**src/design/tdc_pkg.sv**
```systemverilog
`timescale 1ns / 1ps
`default_nettype none
// -----------------------------------------------------------------------------
// Telegram deframer/checker package
// Shared types and constants for the deframer front, job queue and checker.
// -----------------------------------------------------------------------------
package tdc_pkg;

  localparam int unsigned HEAD_DEPTH = 13;
  localparam int unsigned HEAD_AW    = 4;
  localparam int unsigned VOLT_SIZE  = 11;
  localparam int unsigned PWM_SIZE   = 15;
  localparam int unsigned LEN_W      = 7;
  localparam int unsigned BODY_N     = 11;
  localparam int unsigned CFG_IDX_W  = 1;
  localparam int unsigned Q_DEPTH    = 2;

  localparam logic [CFG_IDX_W-1:0] REG_START_BYTE = 1'd0;
  localparam logic [CFG_IDX_W-1:0] REG_END_BYTE   = 1'd1;

  localparam logic [7:0] START_BYTE_RST = 8'd170;
  localparam logic [7:0] END_BYTE_RST   = 8'd85;

  localparam logic [2:0] ST_VALID    = 3'd0;
  localparam logic [2:0] ST_LEN_ERR  = 3'd1;
  localparam logic [2:0] ST_CHK_ERR  = 3'd2;
  localparam logic [2:0] ST_UNKNOWN  = 3'd3;
  localparam logic [2:0] ST_OVERFLOW = 3'd4;

  typedef enum logic [1:0] {
    CLS_VOLT,
    CLS_PWM,
    CLS_UNKNOWN,
    CLS_OVERFLOW
  } tdc_class_e;

  // body[i] holds frame byte i + 2
  typedef struct packed {
    tdc_class_e                 cls;
    logic [LEN_W-1:0]           len;
    logic [BODY_N-1:0][7:0]     body;
  } tdc_job_t;

endpackage
`default_nettype wire

```
**src/design/telegram_deframer_checker_unit.sv**
```systemverilog
`timescale 1ns / 1ps
`default_nettype none
// -----------------------------------------------------------------------------
// Telegram deframer/checker
// Frames received bytes on doubled start/end markers and checks each frame.
//
//   channel  signals                              role
//   cfg      cfg_valid_i/ready_o, index, data     marker register write
//   in       in_valid_i/ready_o, rx_byte_i        one received byte
//   out      out_valid_o/ready_i, status..word3   one checked frame
//
// One byte is taken every cycle while the queue has room; the front updates
// count and head in that cycle. A closed frame is written to a two-entry
// queue and from there to the checker's output register. Input stalls only
// while the queue is full. Reset clears count and previous byte and presets
// the markers; head bytes are not cleared. Config writes are always taken.
// -----------------------------------------------------------------------------
module telegram_deframer_checker_unit
  import tdc_pkg::*;
#(
  parameter int unsigned MAX_FRAME = 64
) (
  input  wire logic                 clk_i,
  input  wire logic                 rst_ni,
  input  wire logic                 cfg_valid_i,
  output logic                      cfg_ready_o,
  input  wire logic [CFG_IDX_W-1:0] cfg_index_i,
  input  wire logic [7:0]           cfg_data_i,
  input  wire logic                 in_valid_i,
  output logic                      in_ready_o,
  input  wire logic [7:0]           rx_byte_i,
  output logic                      out_valid_o,
  input  wire logic                 out_ready_i,
  output logic [2:0]                status_o,
  output logic                      frame_kind_o,
  output logic [LEN_W-1:0]          frame_length_o,
  output logic [15:0]               word0_o,
  output logic [15:0]               word1_o,
  output logic [15:0]               word2_o,
  output logic [15:0]               word3_o
);

  logic     fq_valid, fq_ready, qb_valid, qb_ready;
  tdc_job_t fq_job, qb_job;

  tdc_front #(
    .MAX_FRAME (MAX_FRAME)
  ) u_front (
    .clk_i       (clk_i),
    .rst_ni      (rst_ni),
    .cfg_valid_i (cfg_valid_i),
    .cfg_ready_o (cfg_ready_o),
    .cfg_index_i (cfg_index_i),
    .cfg_data_i  (cfg_data_i),
    .in_valid_i  (in_valid_i),
    .in_ready_o  (in_ready_o),
    .rx_byte_i   (rx_byte_i),
    .job_valid_o (fq_valid),
    .job_ready_i (fq_ready),
    .job_o       (fq_job)
  );

  tdc_queue u_queue (
    .clk_i        (clk_i),
    .rst_ni       (rst_ni),
    .push_valid_i (fq_valid),
    .push_ready_o (fq_ready),
    .push_job_i   (fq_job),
    .pop_valid_o  (qb_valid),
    .pop_ready_i  (qb_ready),
    .pop_job_o    (qb_job)
  );

  tdc_back u_back (
    .clk_i          (clk_i),
    .rst_ni         (rst_ni),
    .job_valid_i    (qb_valid),
    .job_ready_o    (qb_ready),
    .job_i          (qb_job),
    .out_valid_o    (out_valid_o),
    .out_ready_i    (out_ready_i),
    .status_o       (status_o),
    .frame_kind_o   (frame_kind_o),
    .frame_length_o (frame_length_o),
    .word0_o        (word0_o),
    .word1_o        (word1_o),
    .word2_o        (word2_o),
    .word3_o        (word3_o)
  );

endmodule
`default_nettype wire

```
**src/design/tdc_front.sv**
```systemverilog
`timescale 1ns / 1ps
`default_nettype none
// -----------------------------------------------------------------------------
// Telegram deframer front
// Tracks marker pairs, byte count and the frame head; issues one job per
// closed or overflowed frame.
// -----------------------------------------------------------------------------
module tdc_front
  import tdc_pkg::*;
#(
  parameter int unsigned MAX_FRAME = 64
) (
  input  wire logic                 clk_i,
  input  wire logic                 rst_ni,
  input  wire logic                 cfg_valid_i,
  output logic                      cfg_ready_o,
  input  wire logic [CFG_IDX_W-1:0] cfg_index_i,
  input  wire logic [7:0]           cfg_data_i,
  input  wire logic                 in_valid_i,
  output logic                      in_ready_o,
  input  wire logic [7:0]           rx_byte_i,
  output logic                      job_valid_o,
  input  wire logic                 job_ready_i,
  output tdc_job_t                  job_o
);

  localparam int unsigned CW = $clog2(MAX_FRAME + 2);

  logic [7:0]    start_q, end_q, prev_q;
  logic [CW-1:0] cnt_q, cnt_d, cnt_inc, cnt_mid;
  logic [CW+LEN_W-1:0] cnt_ext;
  logic [7:0]    head_q [HEAD_DEPTH];
  logic [7:0]    head_d [HEAD_DEPTH];
  logic          accept, pair_ok, restart, close, ovf;

  assign cfg_ready_o = 1'b1;
  assign in_ready_o  = job_ready_i;
  assign accept      = in_valid_i && in_ready_o;

  always_ff @(posedge clk_i or negedge rst_ni) begin
    if (!rst_ni) begin
      start_q <= START_BYTE_RST;
      end_q   <= END_BYTE_RST;
    end else if (cfg_valid_i) begin
      unique case (cfg_index_i)
        REG_START_BYTE: start_q <= cfg_data_i;
        REG_END_BYTE:   end_q   <= cfg_data_i;
        default: ;
      endcase
    end
  end

  always_comb begin
    cnt_inc = cnt_q + CW'(1);
    ovf     = cnt_inc > CW'(MAX_FRAME);
    pair_ok = cnt_q != '0;
    restart = !ovf && pair_ok && rx_byte_i == start_q && prev_q == start_q;
    cnt_mid = restart ? CW'(2) : cnt_inc;
    close   = !ovf && pair_ok && rx_byte_i == end_q && prev_q == end_q;
    cnt_d   = cnt_q;
    if (accept) begin
      cnt_d = (ovf || close) ? '0 : cnt_mid;
    end
    for (int i = 0; i < HEAD_DEPTH; i++) begin
      head_d[i] = head_q[i];
    end
    if (accept) begin
      if (cnt_q < CW'(HEAD_DEPTH)) begin
        head_d[cnt_q[HEAD_AW-1:0]] = rx_byte_i;
      end
      if (restart) begin
        head_d[0] = start_q;
        head_d[1] = start_q;
      end
    end
  end

  always_ff @(posedge clk_i or negedge rst_ni) begin
    if (!rst_ni) begin
      cnt_q  <= '0;
      prev_q <= '0;
    end else if (accept) begin
      cnt_q  <= cnt_d;
      prev_q <= rx_byte_i;
    end
  end

  always_ff @(posedge clk_i) begin
    for (int i = 0; i < HEAD_DEPTH; i++) begin
      head_q[i] <= head_d[i];
    end
  end

  assign cnt_ext     = (CW+LEN_W)'(cnt_mid);
  assign job_valid_o = accept && (ovf || close);

  always_comb begin
    job_o.len = cnt_ext[LEN_W-1:0];
    if (ovf) begin
      job_o.cls = CLS_OVERFLOW;
    end else if (cnt_mid == CW'(VOLT_SIZE)) begin
      job_o.cls = CLS_VOLT;
    end else if (cnt_mid == CW'(PWM_SIZE)) begin
      job_o.cls = CLS_PWM;
    end else begin
      job_o.cls = CLS_UNKNOWN;
    end
    for (int i = 0; i < BODY_N; i++) begin
      job_o.body[i] = head_d[i+2];
    end
  end

endmodule
`default_nettype wire

```
**src/design/tdc_queue.sv**
```systemverilog
`timescale 1ns / 1ps
`default_nettype none
// -----------------------------------------------------------------------------
// Telegram job queue
// Two-entry queue between the deframer front and the checker.
// -----------------------------------------------------------------------------
module tdc_queue
  import tdc_pkg::*;
(
  input  wire logic     clk_i,
  input  wire logic     rst_ni,
  input  wire logic     push_valid_i,
  output logic          push_ready_o,
  input  wire tdc_job_t push_job_i,
  output logic          pop_valid_o,
  input  wire logic     pop_ready_i,
  output tdc_job_t      pop_job_o
);

  localparam int unsigned PW = $clog2(Q_DEPTH);

  tdc_job_t          mem_q [Q_DEPTH];
  logic [PW-1:0]     wr_q, rd_q;
  logic [PW:0]       fill_q;
  logic              push, pop;

  assign push_ready_o = fill_q != (PW+1)'(Q_DEPTH);
  assign pop_valid_o  = fill_q != '0;
  assign push         = push_valid_i && push_ready_o;
  assign pop          = pop_valid_o && pop_ready_i;
  assign pop_job_o    = mem_q[rd_q];

  always_ff @(posedge clk_i) begin
    if (push) begin
      mem_q[wr_q] <= push_job_i;
    end
  end

  always_ff @(posedge clk_i or negedge rst_ni) begin
    if (!rst_ni) begin
      wr_q   <= '0;
      rd_q   <= '0;
      fill_q <= '0;
    end else begin
      if (push) begin
        wr_q <= wr_q + PW'(1);
      end
      if (pop) begin
        rd_q <= rd_q + PW'(1);
      end
      if (push && !pop) begin
        fill_q <= fill_q + (PW+1)'(1);
      end else if (pop && !push) begin
        fill_q <= fill_q - (PW+1)'(1);
      end
    end
  end

endmodule
`default_nettype wire

```
**src/design/tdc_back.sv**
```systemverilog
`timescale 1ns / 1ps
`default_nettype none
// -----------------------------------------------------------------------------
// Telegram checker
// Checks length and check byte of queued volt/PWM frames; registers results.
// -----------------------------------------------------------------------------
module tdc_back
  import tdc_pkg::*;
(
  input  wire logic        clk_i,
  input  wire logic        rst_ni,
  input  wire logic        job_valid_i,
  output logic             job_ready_o,
  input  wire tdc_job_t    job_i,
  output logic             out_valid_o,
  input  wire logic        out_ready_i,
  output logic [2:0]       status_o,
  output logic             frame_kind_o,
  output logic [LEN_W-1:0] frame_length_o,
  output logic [15:0]      word0_o,
  output logic [15:0]      word1_o,
  output logic [15:0]      word2_o,
  output logic [15:0]      word3_o
);

  logic              valid_q;
  logic [2:0]        status_d, status_q;
  logic              kind_d, kind_q;
  logic [LEN_W-1:0]  len_d, len_q;
  logic [15:0]       w0_d, w1_d, w2_d, w3_d, w0_q, w1_q, w2_q, w3_q;
  logic [15:0]       len_field;
  logic [7:0]        sum, chk;
  logic              pwm, take;

  // body index is frame byte minus two
  always_comb begin
    pwm       = job_i.cls == CLS_PWM;
    len_field = {job_i.body[0], job_i.body[1]};
    sum       = job_i.body[1] + job_i.body[3] + job_i.body[5];
    if (pwm) begin
      sum = sum + job_i.body[7] + job_i.body[9];
    end
    chk       = pwm ? job_i.body[10] : job_i.body[6];
    status_d  = ST_VALID;
    kind_d    = 1'b0;
    len_d     = job_i.len;
    w0_d      = '0;
    w1_d      = '0;
    w2_d      = '0;
    w3_d      = '0;
    case (job_i.cls)
      CLS_OVERFLOW: begin
        status_d = ST_OVERFLOW;
        len_d    = '0;
      end
      CLS_UNKNOWN: begin
        status_d = ST_UNKNOWN;
      end
      default: begin
        kind_d = pwm;
        if (len_field != 16'(job_i.len)) begin
          status_d = ST_LEN_ERR;
        end else if (sum != chk) begin
          status_d = ST_CHK_ERR;
        end
        w0_d = {job_i.body[2], job_i.body[3]};
        w1_d = {job_i.body[4], job_i.body[5]};
        if (pwm) begin
          w2_d = {job_i.body[6], job_i.body[7]};
          w3_d = {job_i.body[8], job_i.body[9]};
        end
      end
    endcase
  end

  assign job_ready_o = !valid_q || out_ready_i;
  assign take        = job_valid_i && job_ready_o;

  always_ff @(posedge clk_i or negedge rst_ni) begin
    if (!rst_ni) begin
      valid_q <= 1'b0;
    end else if (job_ready_o) begin
      valid_q <= job_valid_i;
    end
  end

  always_ff @(posedge clk_i) begin
    if (take) begin
      status_q <= status_d;
      kind_q   <= kind_d;
      len_q    <= len_d;
      w0_q     <= w0_d;
      w1_q     <= w1_d;
      w2_q     <= w2_d;
      w3_q     <= w3_d;
    end
  end

  assign out_valid_o    = valid_q;
  assign status_o       = status_q;
  assign frame_kind_o   = kind_q;
  assign frame_length_o = len_q;
  assign word0_o        = w0_q;
  assign word1_o        = w1_q;
  assign word2_o        = w2_q;
  assign word3_o        = w3_q;

endmodule
`default_nettype wire
```
**config.mk**
```make
export PLATFORM = sky130hd
export DESIGN_NAME = telegram_deframer_checker_unit
export DESIGN_NICKNAME = d
export VERILOG_FILES = /design/src/design/tdc_pkg.sv /design/src/design/telegram_deframer_checker_unit.sv /design/src/design/tdc_front.sv /design/src/design/tdc_queue.sv /design/src/design/tdc_back.sv
export SDC_FILE = /design/constraint.sdc
export NUM_CORES = 1
export LEC_CHECK = 0
export BUFFER_PORTS_ARGS = -buffer_cell sky130_fd_sc_hd__buf_2
export CAP_MARGIN = 20
export CORE_UTILIZATION = 55
export DETAILED_ROUTE_END_ITERATION = 10
export PLACE_DENSITY = 0.77
export SYNTH_ARGS = -nofsm -noshare
export SYNTH_HDL_FRONTEND = slang
export SYNTH_HIERARCHICAL = 1
export SYNTH_SLANG_ARGS = --single-unit
```
**constraint.sdc**
```tcl
create_clock -name clk_i -period 6 [get_ports clk_i]
set_input_delay 1.2 -clock clk_i [delete_from_list [all_inputs] [get_ports clk_i]]
set_output_delay 1.2 -clock clk_i [all_outputs]
set_load 0.01 [all_outputs]
```
# Word-level counts from Yosys, hierarchy flattened
# Memory sizes are Yosys's and may differ from the RTL's.
# Index checks and enable logic that the tools add are counted.
[word_totals]
reg_bits = 111
ram_bits = 298
input_bits = 22
word_cells = 90
mem_count = 2
[mem_list]
columns = ["memory", "depth", "word_bits", "read_ports", "rd_ports_with_merged_regs", "write_ports", "line", "source"]
rows = [
  ["u_queue.mem_q", 2, 97, 1, 0, 1, "tdc_queue.sv:22", "tdc_job_t mem_q [Q_DEPTH];"],
  ["u_front.head_q", 13, 8, 13, 0, 13, "tdc_front.sv:32", "logic [7:0] head_q [HEAD_DEPTH];"],
]
[op_classes]
add_sub_neg = 9
n_lt_le_gt_ge = 4
n_eq_ne = 12
muxes = 20
bitwise = 3
reduce_logical = 25
[ops]
columns = ["op", "count"]
rows = [
  ["two-way mux 104 bit", 2],
  ["bitwise mux 104 bit", 1],
  ["adder 8 bit", 4],
  ["demux 8 bit (select 4 bit)", 1],
  ["== test 8 bit", 4],
  ["two-way mux 8 bit", 3],
  ["two-way mux 16 bit", 1],
  ["inequality test 16 x 7 -> 1 bit", 1],
  ["== test 7 x 4 -> 1 bit, second input constant", 2],
  ["two-way mux 7 bit", 2],
  ["logical AND 1 bit", 12],
  ["two-way mux 2 bit", 6],
  ["inequality test 8 bit", 1],
  ["adder 7 x 1 -> 7 bit, second input constant", 1],
  ["greater-than comparator 7 bit, second input constant", 1],
  ["less-than comparator 7 x 4 -> 1 bit, second input constant", 1],
  ["nonzero test 7 bit", 1],
  ["case mux 3 bit (2 select lines)", 1],
  ["greater-or-equal comparator 5 bit, second input constant", 1],
  ["less-than comparator 5 x 1 -> 1 bit, second input constant", 1],
  ["NOT 4 -> 5 bit", 1],
  ["== test 2 bit, second input constant", 2],
  ["logical NOT 1 bit", 4],
  ["AND reduction 2 bit", 2],
  ["12 further kinds", 17],
]

# Depth between registers and ports, before layout
[logic_depth]
depth_word = 13
mapped_depth = 21
mapped_depth_nobuf = 19

# Cells and area by module
# Netlist, hierarchy kept.
[by_module_without_submodules]
columns = ["module", "n_inst", "cells_per_inst", "area_per_inst_um2", "seq_area_each_um2"]
rows = [
  ["tdc_queue", 1, 320, 7267.0, 5925.7],
  ["tdc_front", 1, 379, 4723.3, 2547.4],
  ["tdc_back", 1, 317, 4046.4, 2277.2],
]

# Worst setup path before layout
# No wires, ideal clock.
[synth_path]
path_kind = "input to register"
startpoint = "input port rx_byte_i[1]"
endpoint = "memory u_queue/mem_q[0][0] (netlist name), enable pin"
setup_ps = 553
arrival_ps = 6261
required_time_ps = 5447
setup_slack_ps = -814
stages = 6
n_path_buf = 0
cell_sequence = "or3_1 > a22oi_1 > a31oi_4 > nor2_1 > nand2_1 > nor2_1"
[synth_via]
elab_chain_cells = 8
[synth_lines]
columns = ["element", "line", "source"]
rows = [
  ["start, declared", "telegram_deframer_checker_unit.sv:31", "input wire logic [7:0] rx_byte_i,"],
  ["== test 8 bit", "tdc_front.sv:59", "close = !ovf && pair_ok && rx_byte_i == end_q && prev_q == end_q;"],
  ["logical AND 1 bit (2 in a row)", "tdc_front.sv:59", ""],
  ["logical OR 1 bit", "tdc_front.sv:95", "assign job_valid_o = accept && (ovf || close);"],
  ["logical AND 1 bit", "tdc_front.sv:95", ""],
  ["net fq_valid", "telegram_deframer_checker_unit.sv:43", "logic fq_valid, fq_ready, qb_valid, qb_ready;"],
  ["logical AND 1 bit", "tdc_queue.sv:29", "assign push = push_valid_i && push_ready_o;"],
  ["two-way mux 1 bit", "tdc_queue.sv:34", "if (push) begin"],
  ["two-way mux 1 bit (not written as such)", "tdc_queue.sv:35", "mem_q[wr_q] <= push_job_i;"],
  ["end, declared", "tdc_queue.sv:22", ""],
]
# The timed path passes the listed nets, and every way through them passes these cells.

==> out/results.tsv <==
metric	value	unit
status	finished clean	
Antenna Cells	0	
ys flop type	edfxtp_1	
CTS Buffer Depth	3	
largest family of logic cells by synthesized area	multiplexers	
first-pass GRT wire length	47.2	mm
Synth Cell Area	16000	sq um
Power Internal	6.94	mW
Compound-Gate Fraction of Synth Area	2.29	%
gr ovfl total	0	
Placed Cells	1465	
Post-Syn Nets	1071	
Fin Setup TNS	0	ns
clock skew	0.00912	ns
Leak	6.99	nW
Hold WS	0.484	ns
CP max FO	36	
final wirelength	30.1	mm
fin crit period	4.83	ns
H-tree depth	2	
hpwl dp	18.9	mm
clock root cell	clkbuf_16	
die extent in x	173	um
synth warn	6	
switching share of total power	33.6	%
XOR/XNOR Fraction of Synth Area	2.59	%
per-cell routed wire length	19.6	um
final core occ	63.3	%
Fillers	2103	
Post-Synthesis Cells	1016	
simple-gate portion of the synthesized area	6.91	%
initial antenna violation count	0	
vias in the first global route	8399	
share of cells above drive strength 1	34.8	%
num ports	100	
Syn Area/Cell	15.8	sq um
router iterations before antenna repair	5	
max cap viols	0	
Reg clk slew, reported paths	0.06	ns
RR Startpoint	u_queue/rd_q$_DFFE_PN0P_	
fmax	207	MHz
vias per cell	5.39	
pre-CTS setup slack	1.16	ns
Sequential Area	10800	sq um
register area share after synthesis	67.0	%
worst hold path type	reg2reg	
Max transition margin	30.2	%
worst skew pair latency	0.52	ns
ys async rst share	9.16	%
Yosys top cell by area	edfxtp_1	
post-synthesis adder-cell area fraction	3.32	%
Die Area	29800	sq um
Cell Count, Final, Fillers Out	1536	
Max Slew Vio Count	0	
Flop pwr share	36.2	%
# resized after CTS	0	
Arrival @ worst endpoint	5.08	ns
IO Port Bufs	98	
DRC	0	
CORE AREA	28700	sq um
CTS tree	built	
synthesis-to-layout area growth	13.3	%
FP Rows	62	
Clk pwr share	23.2	%
initial core utilization	55.9	%
top cells by area, synth	edfxtp_1 50%, mux2_2 13%, dfxtp_1 11%	
Hold Vio Cnt, Final	0	
top-area cell type share of the netlist area	50.4	%
GR Util All Layers	20.6	%
footprint of the multi-input gates	4920	sq um
final worst setup slack	1.17	ns
RSZ-0062 raised after global routing	false	
Post-synth EDFFs	269	
Worst setup startpoint	u_queue/rd_q$_DFFE_PN0P_	
mux cell area share after synthesis	15.5	%
Seq cells post-synth	393	
Final period util	80.5	%
via count	8280	
CTS sink count	393	
Setup crit end kind	flop	
total CTS buffers	39	
nets@finish	1177	
Worst Hold Launch	u_front/head_q[1][33]$_DFF_P_	
final setup vio count	0	
critical path type	reg2reg	
largest net degree at the start of global routing	82	
power density cells	575	nW/um^2
P_sw	3.51	mW
Synth cell types	64	
Critical Path RT	6.25	ns
Comb power frac	40.5	%
Die Span Y	173	um
CP startpoint kind	flop	
Routability Congestion	0.887	
Slew @ Worst Pin	1.05	ns
postcts setup bufs	0	
Iter 0 DRT Violations	532	
worst vdd ir	439	uV
cts-stage hold buffer count	0	
Routed Antenna Nets	0	
## sequential cells by signal, summed over array words and instances (netlist names)
name / flops
u_back/frame_kind_o: 1
u_back/frame_length_o: 7
u_back/out_valid_o: 1
u_back/status_o: 3
u_back/word0_o: 16
u_back/word1_o: 16
u_back/word2_o: 16
u_back/word3_o: 16
u_front/cnt_q: 7
u_front/end_q: 8
u_front/head_q: 88
u_front/prev_q: 8
u_front/start_q: 8
u_queue/fill_q: 2
u_queue/mem_q: 194
u_queue/rd_q: 1
u_queue/wr_q: 1
## through the flow
stage / total power [mW] / cell area [sq um]
after floorplan: 7.14 / 16000
after global placement: 7.95 / 16900
after detailed placement: 8.07 / 16900
after CTS: 10.5 / 18200
after global routing: 11.1 / 18200
final: 10.4 / 18200
## power groups by stage
stage / combinational, mW / clock, mW / sequential, mW
after global routing: 4.64 / 2.57 / 3.84
after CTS: 4.26 / 2.47 / 3.79
after detailed placement: 4.23 / 0 / 3.84
after floorplan: 3.25 / 0 / 3.89
after global placement: 4.12 / 0 / 3.83
final: 4.23 / 2.42 / 3.79
## metal layers
metal / part of all wire, % / track usage [%] / up-vias
met5: 0 / 0 / -
met4: 2.1 / 5.83 / 0
met3: 4.5 / 3.14 / 49
met2: 49 / 34.8 / 208
met1: 44 / 27.9 / 4117
li1: - / - / 3906
## Yosys cell counts, types with 8 or more instances
library cell	n
and2_1	28
and3_1	14
buf_2	10
clkbuf_1	18
dfrtp_1	28
dfstp_2	8
dfxtp_1	88
edfxtp_1	269
fa_1	16
ha_1	17
inv_1	43
mux2_2	181
mux2_4	28
nand2_1	21
nand3_1	22
nor2_1	36
nor2b_1	32
nor3_1	17
o22ai_1	9
or3_1	8
xnor2_1	31
xor2_1	12
## cells in the final DEF, fill, tap and decap left out, types with 4 or more instances in the layout
master	Yosys	routed
mux2_4	28	28
buf_2	10	98
xnor2_1	31	31
dfxtp_1	88	88
or3_1	8	8
inv_1	43	43
fa_1	16	16
nand3_1	22	22
xor2_1	12	12
nor2_1	36	35
and3_1	14	13
nor2b_1	32	32
o22ai_1	9	9
a21oi_1	5	5
edfxtp_1	269	269
nand2_1	21	21
mux2_2	181	181
bufinv_16	0	4
buf_4	5	5
ha_1	17	17
clkinv_2	0	6
clkbuf_16	0	41
and2_1	28	27
nor3_1	17	17
nand2b_1	4	4
dfrtp_1	28	27
clkinv_1	0	4
nand4_1	4	4
dfstp_2	8	8
clkbuf_1	18	9
## final cells by class
| type | count | share of cell area [%] |
|---|---|---|
| Timing Repair Buffer | 104 | 3.02 |
| Multi-Input combinational cell | 540 | 27.1 |
| Clock inverter | 19 | 1.14 |
| Inverter | 44 | 0.909 |
| Tap cell | 384 | 2.65 |
| Sequential cell | 393 | 59.2 |
| Clock buffer | 52 | 5.99 |
## final timing paths
check	slack, ns	depth (start not counted)	endpoint
max	1.17	19	u_back/status_o[1]$_DFFE_PP_
min	0.48	1	u_front/head_q[1][33]$_DFF_P_
max reg2reg	1.17	19	u_back/status_o[1]$_DFFE_PP_
min reg2reg	0.48	1	u_front/head_q[1][33]$_DFF_P_
max in group asynchronous	4.60	1	u_queue/rd_q$_DFFE_PN0P_
min in group asynchronous	0.79	1	u_queue/fill_q[0]$_DFFE_PN0P_
## critical path, stage by stage, from the launching register on
cell and delay, ns:
dfrtp_4 0.76, mux2_2 0.42, inv_1 0.10, fa_1 0.40, inv_1 0.07, ha_1 0.17, inv_1 0.06, fa_1 0.41
nand2b_1 0.17, a21oi_2 0.20, xnor2_1 0.10, fa_1 0.48, inv_1 0.04, ha_1 0.34, nand2_1 0.07, a21o_1 0.17
a211oi_1 0.20, nand3b_1 0.16, xnor2_1 0.12, a41oi_1 0.11
## cells by family (layout without fill, tap and decap cells)
logic type	count (synthesis)	after routing
mux	211	211
compound gates	46	46
xor+xnor	45	45
flops	393	393
simple gates	204	204
fa+ha+maj	33	33
other cells	1	1
buf+inv	83	219
Note: power is estimated with default switching activity, not from simulation.
